## config.mk

```make
export PLATFORM = sky130hd
export DESIGN_NAME = url_percent_decoder_utf8
export DESIGN_NICKNAME = d
export VERILOG_FILES = /design/src/hdl/urlpd_pkg.sv /design/src/hdl/url_percent_decoder_utf8.sv
export SDC_FILE = /design/constraint.sdc
export NUM_CORES = 1
export LEC_CHECK = 0
export BUFFER_PORTS_ARGS = -buffer_cell sky130_fd_sc_hd__buf_4
export CAP_MARGIN = 20
export CELL_PAD_IN_SITES_DETAIL_PLACEMENT = 1
export CELL_PAD_IN_SITES_GLOBAL_PLACEMENT = 1
export CORE_ASPECT_RATIO = 0.5
export CORE_MARGIN = 2
export CORE_UTILIZATION = 30
export DETAILED_ROUTE_END_ITERATION = 8
export GPL_ROUTABILITY_DRIVEN = 0
export HOLD_SLACK_MARGIN = 0.12
export MAX_ROUTING_LAYER = met4
export PLACE_DENSITY = 0.67
export SYNTH_ARGS = -nofsm -noshare
export SYNTH_HDL_FRONTEND = slang
export SYNTH_SLANG_ARGS = --single-unit
export TNS_END_PERCENT = 50
```

## constraint.sdc

```tcl
create_clock -name i_clk -period 6.6 [get_ports i_clk]
set_clock_uncertainty 0.15 [all_clocks]
set_input_delay 0.66 -clock i_clk [delete_from_list [all_inputs] [get_ports i_clk]]
set_output_delay 0.66 -clock i_clk [all_outputs]
set_load 0.02 [all_outputs]
```

## src/hdl/urlpd_pkg.sv

```systemverilog
// Shared constants, status codes and character helpers for the URL percent decoder.
`timescale 1ns / 1ps
`default_nettype none

package urlpd_pkg;

    localparam int unsigned ByteW   = 8;
    localparam int unsigned StatusW = 3;
    localparam int unsigned UserW   = StatusW + 1;

    localparam logic [ByteW-1:0] ChPlus    = 8'h2B;
    localparam logic [ByteW-1:0] ChPercent = 8'h25;
    localparam logic [ByteW-1:0] ChSpace   = 8'h20;

    localparam logic [ByteW-1:0] MaskLead2 = 8'hE0;
    localparam logic [ByteW-1:0] CodeLead2 = 8'hC0;
    localparam logic [ByteW-1:0] MaskLead3 = 8'hF0;
    localparam logic [ByteW-1:0] CodeLead3 = 8'hE0;
    localparam logic [ByteW-1:0] MaskLead4 = 8'hF8;
    localparam logic [ByteW-1:0] CodeLead4 = 8'hF0;

    typedef enum logic [StatusW-1:0] {
        ST_OK        = 3'd0,
        ST_TRUNC_ESC = 3'd1,
        ST_BAD_HEX   = 3'd2,
        ST_TRUNC_U8  = 3'd3,
        ST_NO_PCT    = 3'd4
    } t_status;

    // Bit 4 set means the character is not a hex digit.
    function automatic logic [4:0] hex_val(input logic [ByteW-1:0] c);
        logic [4:0] v;
        if (c >= 8'h30 && c <= 8'h39) begin
            v = {1'b0, c[3:0]};
        end else if ((c >= 8'h41 && c <= 8'h46) || (c >= 8'h61 && c <= 8'h66)) begin
            v = {1'b0, c[3:0] + 4'd9};
        end else begin
            v = 5'h10;
        end
        return v;
    endfunction

    // Continuation bytes that follow a UTF-8 lead byte.
    function automatic logic [1:0] extra_count(input logic [ByteW-1:0] b);
        logic [1:0] n;
        if ((b & MaskLead2) == CodeLead2) begin
            n = 2'd1;
        end else if ((b & MaskLead3) == CodeLead3) begin
            n = 2'd2;
        end else if ((b & MaskLead4) == CodeLead4) begin
            n = 2'd3;
        end else begin
            n = 2'd0;
        end
        return n;
    endfunction

endpackage

`default_nettype wire

```

## src/hdl/url_percent_decoder_utf8.sv

```systemverilog
// URL percent decoder with UTF-8 continuation checking, stream in and stream out.
//
// Input channel (s_axis): one encoded character per request in tdata, tlast marks
// the final character of a string. Output channel (m_axis): at most one result per
// input request; tdata is the decoded byte (zero when none), tuser carries has_byte
// in bit 0 and the status code in bits 3:1, tlast marks the final result of a
// string (its last byte or an error). After an error the rest of the string is
// dropped without results; the consumer discards that string's partial output.
//
// Each result is registered in the output register, or in the skid register while the
// output register still holds one. Throughput: one character per cycle while s_axis tready
// is high, set by the phase update; the decode state is updated at each accepted request.
// Stall: a two-entry output buffer (result register plus skid register) keeps the
// input side open while one result waits; s_axis tready drops only when both hold
// results, and rises again once the receiver takes one.
// Reset (i_rst_n low, synchronous): the decoder returns to the plain-character
// phase, dropping clears, and both output entries empty.
`timescale 1ns / 1ps
`default_nettype none

module url_percent_decoder_utf8 (
    input  wire logic                          i_clk,
    input  wire logic                          i_rst_n,
    input  wire logic                          i_s_axis_tvalid,
    output logic                               o_s_axis_tready,
    input  wire logic [urlpd_pkg::ByteW-1:0]   i_s_axis_tdata,  // [7:0] ch
    input  wire logic                          i_s_axis_tlast,  // last_char
    output logic                               o_m_axis_tvalid,
    input  wire logic                          i_m_axis_tready,
    output logic [urlpd_pkg::ByteW-1:0]        o_m_axis_tdata,  // [7:0] out_byte
    output logic [urlpd_pkg::UserW-1:0]        o_m_axis_tuser,  // [0] has_byte, [3:1] status
    output logic                               o_m_axis_tlast   // end_of_string
);
    import urlpd_pkg::*;

    typedef enum logic [1:0] {
        PH_PLAIN = 2'd0,
        PH_HI    = 2'd1,
        PH_LO    = 2'd2,
        PH_PCT   = 2'd3
    } t_phase;

    typedef struct packed {
        logic [ByteW-1:0] data;
        logic             has_byte;
        t_status          status;
        logic             eos;
    } t_result;

    // Decode state
    t_phase     r_phase, n_phase;
    logic [3:0] r_high_nibble, n_high_nibble;
    logic       r_lead_pending, n_lead_pending;
    logic [1:0] r_cont_left, n_cont_left;
    logic       r_dropping, n_dropping;

    // Output buffer
    logic    r_out_valid, r_skid_valid;
    t_result r_out, r_skid;

    logic       in_fire, out_fire;
    logic       res_valid;
    t_result    res;
    logic [4:0] hv;
    logic [ByteW-1:0] byte_val;
    logic [1:0] n_cnt;
    logic       last;

    assign in_fire         = i_s_axis_tvalid && o_s_axis_tready;
    assign out_fire        = r_out_valid && i_m_axis_tready;
    assign o_s_axis_tready = !r_skid_valid;
    assign last            = i_s_axis_tlast;
    assign hv              = hex_val(i_s_axis_tdata);
    assign byte_val        = {r_high_nibble, hv[3:0]};

    // Single-pass decode of one character.
    always_comb begin
        n_phase        = r_phase;
        n_high_nibble  = r_high_nibble;
        n_lead_pending = r_lead_pending;
        n_cont_left    = r_cont_left;
        n_dropping     = r_dropping;
        res_valid      = 1'b0;
        res            = '{data: '0, has_byte: 1'b0, status: ST_OK, eos: 1'b0};
        n_cnt          = 2'd0;

        if (r_dropping) begin
            // Discard until the string ends.
            if (last) begin
                n_dropping     = 1'b0;
                n_phase        = PH_PLAIN;
                n_high_nibble  = '0;
                n_lead_pending = 1'b0;
                n_cont_left    = '0;
            end
        end else begin
            case (r_phase)
                PH_PLAIN: begin
                    if (i_s_axis_tdata == ChPercent) begin
                        if (last) begin
                            res_valid  = 1'b1;
                            res.status = ST_TRUNC_ESC;
                        end else begin
                            n_phase        = PH_HI;
                            n_lead_pending = 1'b1;
                        end
                    end else begin
                        res_valid    = 1'b1;
                        res.has_byte = 1'b1;
                        res.eos      = last;
                        res.data     = (i_s_axis_tdata == ChPlus) ? ChSpace : i_s_axis_tdata;
                    end
                end
                PH_HI: begin
                    if (last) begin
                        res_valid  = 1'b1;
                        res.status = r_lead_pending ? ST_TRUNC_ESC : ST_TRUNC_U8;
                    end else if (hv[4]) begin
                        res_valid  = 1'b1;
                        res.status = ST_BAD_HEX;
                    end else begin
                        n_high_nibble = hv[3:0];
                        n_phase       = PH_LO;
                    end
                end
                PH_LO: begin
                    if (hv[4]) begin
                        res_valid  = 1'b1;
                        res.status = ST_BAD_HEX;
                    end else begin
                        n_high_nibble  = '0;
                        n_lead_pending = 1'b0;
                        if (r_lead_pending) begin
                            n_cnt = extra_count(byte_val);
                        end else if (r_cont_left != 2'd0) begin
                            n_cnt = r_cont_left - 2'd1;
                        end
                        n_cont_left = n_cnt;
                        res_valid   = 1'b1;
                        if (n_cnt == 2'd0) begin
                            n_phase      = PH_PLAIN;
                            res.has_byte = 1'b1;
                            res.data     = byte_val;
                            res.eos      = last;
                        end else if (last) begin
                            // Sequence cut short: error, byte not delivered.
                            res.status = ST_TRUNC_U8;
                        end else begin
                            n_phase      = PH_PCT;
                            res.has_byte = 1'b1;
                            res.data     = byte_val;
                        end
                    end
                end
                default: begin
                    // Continuation escape must start with '%'.
                    if (i_s_axis_tdata != ChPercent) begin
                        res_valid  = 1'b1;
                        res.status = ST_NO_PCT;
                    end else if (last) begin
                        res_valid  = 1'b1;
                        res.status = ST_TRUNC_U8;
                    end else begin
                        n_phase = PH_HI;
                    end
                end
            endcase

            // Any error ends the string; drop the rest unless it ended here.
            if (res_valid && res.status != ST_OK) begin
                res.eos        = 1'b1;
                n_phase        = PH_PLAIN;
                n_high_nibble  = '0;
                n_lead_pending = 1'b0;
                n_cont_left    = '0;
                n_dropping     = !last;
            end else if (res_valid && res.eos) begin
                n_phase        = PH_PLAIN;
                n_high_nibble  = '0;
                n_lead_pending = 1'b0;
                n_cont_left    = '0;
            end
        end
    end

    // Advance decode state on each accepted request.
    always_ff @(posedge i_clk) begin
        if (!i_rst_n) begin
            r_phase        <= PH_PLAIN;
            r_high_nibble  <= '0;
            r_lead_pending <= 1'b0;
            r_cont_left    <= '0;
            r_dropping     <= 1'b0;
        end else if (in_fire) begin
            r_phase        <= n_phase;
            r_high_nibble  <= n_high_nibble;
            r_lead_pending <= n_lead_pending;
            r_cont_left    <= n_cont_left;
            r_dropping     <= n_dropping;
        end
    end

    // Output register with skid: hold a result while the receiver stalls.
    always_ff @(posedge i_clk) begin
        if (!i_rst_n) begin
            r_out_valid  <= 1'b0;
            r_skid_valid <= 1'b0;
        end else if (r_skid_valid) begin
            if (out_fire) begin
                r_out_valid  <= 1'b1;
                r_skid_valid <= 1'b0;
            end
        end else if (!r_out_valid || out_fire) begin
            r_out_valid <= in_fire && res_valid;
        end else if (in_fire && res_valid) begin
            r_skid_valid <= 1'b1;
        end
    end

    always_ff @(posedge i_clk) begin
        if (r_skid_valid) begin
            if (out_fire) begin
                r_out <= r_skid;
            end
        end else if (!r_out_valid || out_fire) begin
            r_out <= res;
        end else begin
            r_skid <= res;
        end
    end

    assign o_m_axis_tvalid = r_out_valid;
    assign o_m_axis_tdata  = r_out.data;
    assign o_m_axis_tuser  = {r_out.status, r_out.has_byte};
    assign o_m_axis_tlast  = r_out.eos;

endmodule

`default_nettype wire

```

==> qor.yml <==
status: "complete, no violations"
worst-r2r-setup-slack_ps: 3790
fin_nets: 297
ys.warnings.count: 0
htree_levels: 2
ys.flop_type: "edfxtp_1"
worst_slew_pin_slew_ps: 951
slew-limit-headroom: 0.365
layout_common_cells: "nand2_1 (30), buf_4 (29), edfxtp_1 (26)"
syn2layout_area_growth_pct: 18.8
grt_max_degree: 20
multiInputGateArea_um2: 1200
dr.pass1.iters: 5
die_x_um: 129
grt_overflow_total: 0
via_per_inst: 5.53
cts_setup_buffers: 0
dpl.hpwl_um: 4910
hp-start: "r_skid[0]$_DFFE_PP_"
ctsResizeCount: 0
grt_setup_unrepaired: "false"
avgSynthCellArea_um2: 9.25
root_buffer: "clkbuf_16"
reg2reg_from: "r_phase[0]$_SDFFE_PN0P_"
ys_seq_area_frac: 0.436
synth.largest_area_cell: "edfxtp_1"
layout-drive-gt1-share: 0.173
wl_per_cell_um: 17.6
ir_worst_vdd_mv: 0.0972
rr_worst_depth: 7
grt_pass1_wl_um: 10900
hold_buffers: 0
fin_crit_sh: 0.507
synth_edf_count: 26
async_reset_ff_frac: 0
cts_inserted_buffers: 5
setup_viol: 0
die_h_um: 66.4
finalSetupTns_ps: 0
hold_path.class: "reg2reg"
remaining_drc_errors: 0
hold_slack_ps: 383
period_needed_ps: 3350
rows: 22
cts_tree: "done"
power.density_nw_per_um2: 228
netlist_area_um2: 2340
leakagePower_uw: 0.00103
drv_slew: 0
num_antenna_cells: 0
vias: 2068
die_area_um2: 8560
insertion_delay_ps: 280
setup_ws_ps: 3250
synthDistinctLibCells: 54
critical_path_class: "in2reg"
cp-end-kind: "register"
first_iter_violations: 138
pre_cts_slack_ps: 2990
required_ps: 6480
track_usage: 0.169
whs_path_depth: 2
cp_max_fo: 11
antenna_left: 0
clk_path_buf_depth: 2
holdPathEnd: "o_m_axis_tlast$_DFFE_PP_"
clk_pin_slew_worst_paths_ps: 60
initial_core_util: 0.315
coreArea_um2: 7430
cp-start-kind: "input port"
antenna_found_initial: 0
hold_viol: 0
max_freq_ghz: 0.299
synth-seq-cells: 38
critPathLaunch: "i_s_axis_tdata[1]"
io_pins: 28
clock-sinks: 38
arrival_ps: 3230
wirelength_um: 6570
port_buffers: 27
reg2reg_to: "o_m_axis_tdata[0]$_DFFE_PP_"
final_common_cell: "nand2_1"
register_area_um2: 1020
yosysTopAreaCellShare: 0.334
synthesis.nets: 273
syn_inst: 253
grt_pass1_vias: 2125
fillCellCount: 856
yosys-top-cells-area: "edfxtp_1 (33%), dfxtp_1 (10%), nand2_1 (4.8%)"
max_cap_violations: 0
[synthesized netlist by cell type, types with 2 or more instances]
cell type / count
o311ai_1: 3
edfxtp_1: 26
a21oi_1: 14
a22oi_1: 5
nor2_1: 21
o2111ai_1: 2
o32ai_1: 3
nor2b_1: 5
o21ai_0: 17
nand4_1: 4
nand2_1: 30
nand2b_1: 3
nor3b_1: 5
a31oi_1: 5
and3_1: 3
a22o_1: 4
o31ai_1: 4
nor3_1: 3
buf_6: 2
mux2_2: 4
ha_1: 7
nand3_1: 12
inv_1: 15
dfxtp_1: 12
o21a_1: 2
a21o_1: 3
clkbuf_1: 8
a311oi_1: 2
o21ba_2: 2
a21boi_0: 3
[metrics by stage]
stage               instances   util  instance area [µm²]  power [µW]
floorplan                 253      -                 2340         329
global placement          366  0.352                 2620         362
detailed placement        366  0.352                 2620         365
CTS                       374  0.374                 2780         639
global route              374  0.374                 2780         655
finish                    374  0.374                 2780         632
[critical path, cell delays in order]
cell and delay, ps:
buf_4 120, inv_1 110, ha_1 210, or3b_4 400, and3_1 290, o31ai_4 450, a21oi_1 350, a31oi_1 270
nor3_1 90, mux2_2 290
[cell families (layout without fill, tap and decap cells)]
| kind of cell | Yosys count | count (layout) | share of synthesized area |
|---|---|---|---|
| compound gates | 82 | 82 | 0.252 |
| fa+ha+maj | 7 | 7 | 0.0374 |
| buf+inv | 27 | 52 | 0.0503 |
| flops | 38 | 38 | 0.436 |
| mux | 4 | 4 | 0.0192 |
| simple gates | 95 | 95 | 0.204 |
[power breakdown]
part	internal [µW]	total (µW)	switching [µW]
Clock	177	273	95.7
Combinational	31.9	81.8	49.9
Sequential	272	277	5.97
Total	481	632	152
[per-layer routing]
layer | global-route usage | up-vias | share of wire
met2 | 0.269 | 39 | 0.43
li1 | - | 992 | -
met1 | 0.227 | 1031 | 0.52
met4 | 0.0367 | 0 | 0.011
met3 | 0.0332 | 6 | 0.038
met5 | - | - | 0
[state kept, by name, summed over array words and instances (netlist names), 2 cells and up]
name            flops
r_skid             13
o_m_axis_tdata      8
o_m_axis_tuser      4
r_high_nibble       4
r_cont_left         2
r_phase             2
[worst max-delay path by stage]
stage / endpoint / slack (ps) / depth (start not counted)
after floorplan: o_m_axis_tdata[3]$_DFFE_PP_ / 3420 / 11
after global placement: o_m_axis_tdata[3]$_DFFE_PP_ / 3130 / 10
after detailed placement: o_m_axis_tdata[3]$_DFFE_PP_ / 2990 / 10
after CTS: o_m_axis_tdata[3]$_DFFE_PP_ / 3280 / 10
after global routing: r_high_nibble[0]$_SDFFE_PN0P_ / 3000 / 10
final: o_m_axis_tdata[3]$_DFFE_PP_ / 3250 / 10
[cell type report]
cell class                 count  share of cell area
clock buffer                   6              0.0464
multi-input combinational    188               0.432
tap                           96              0.0432
inverter                      15              0.0203
timing repair buffer          29              0.0783
sequential                    38               0.367
clock inverter                 2              0.0122
Power figures use the tool's default switching activity.
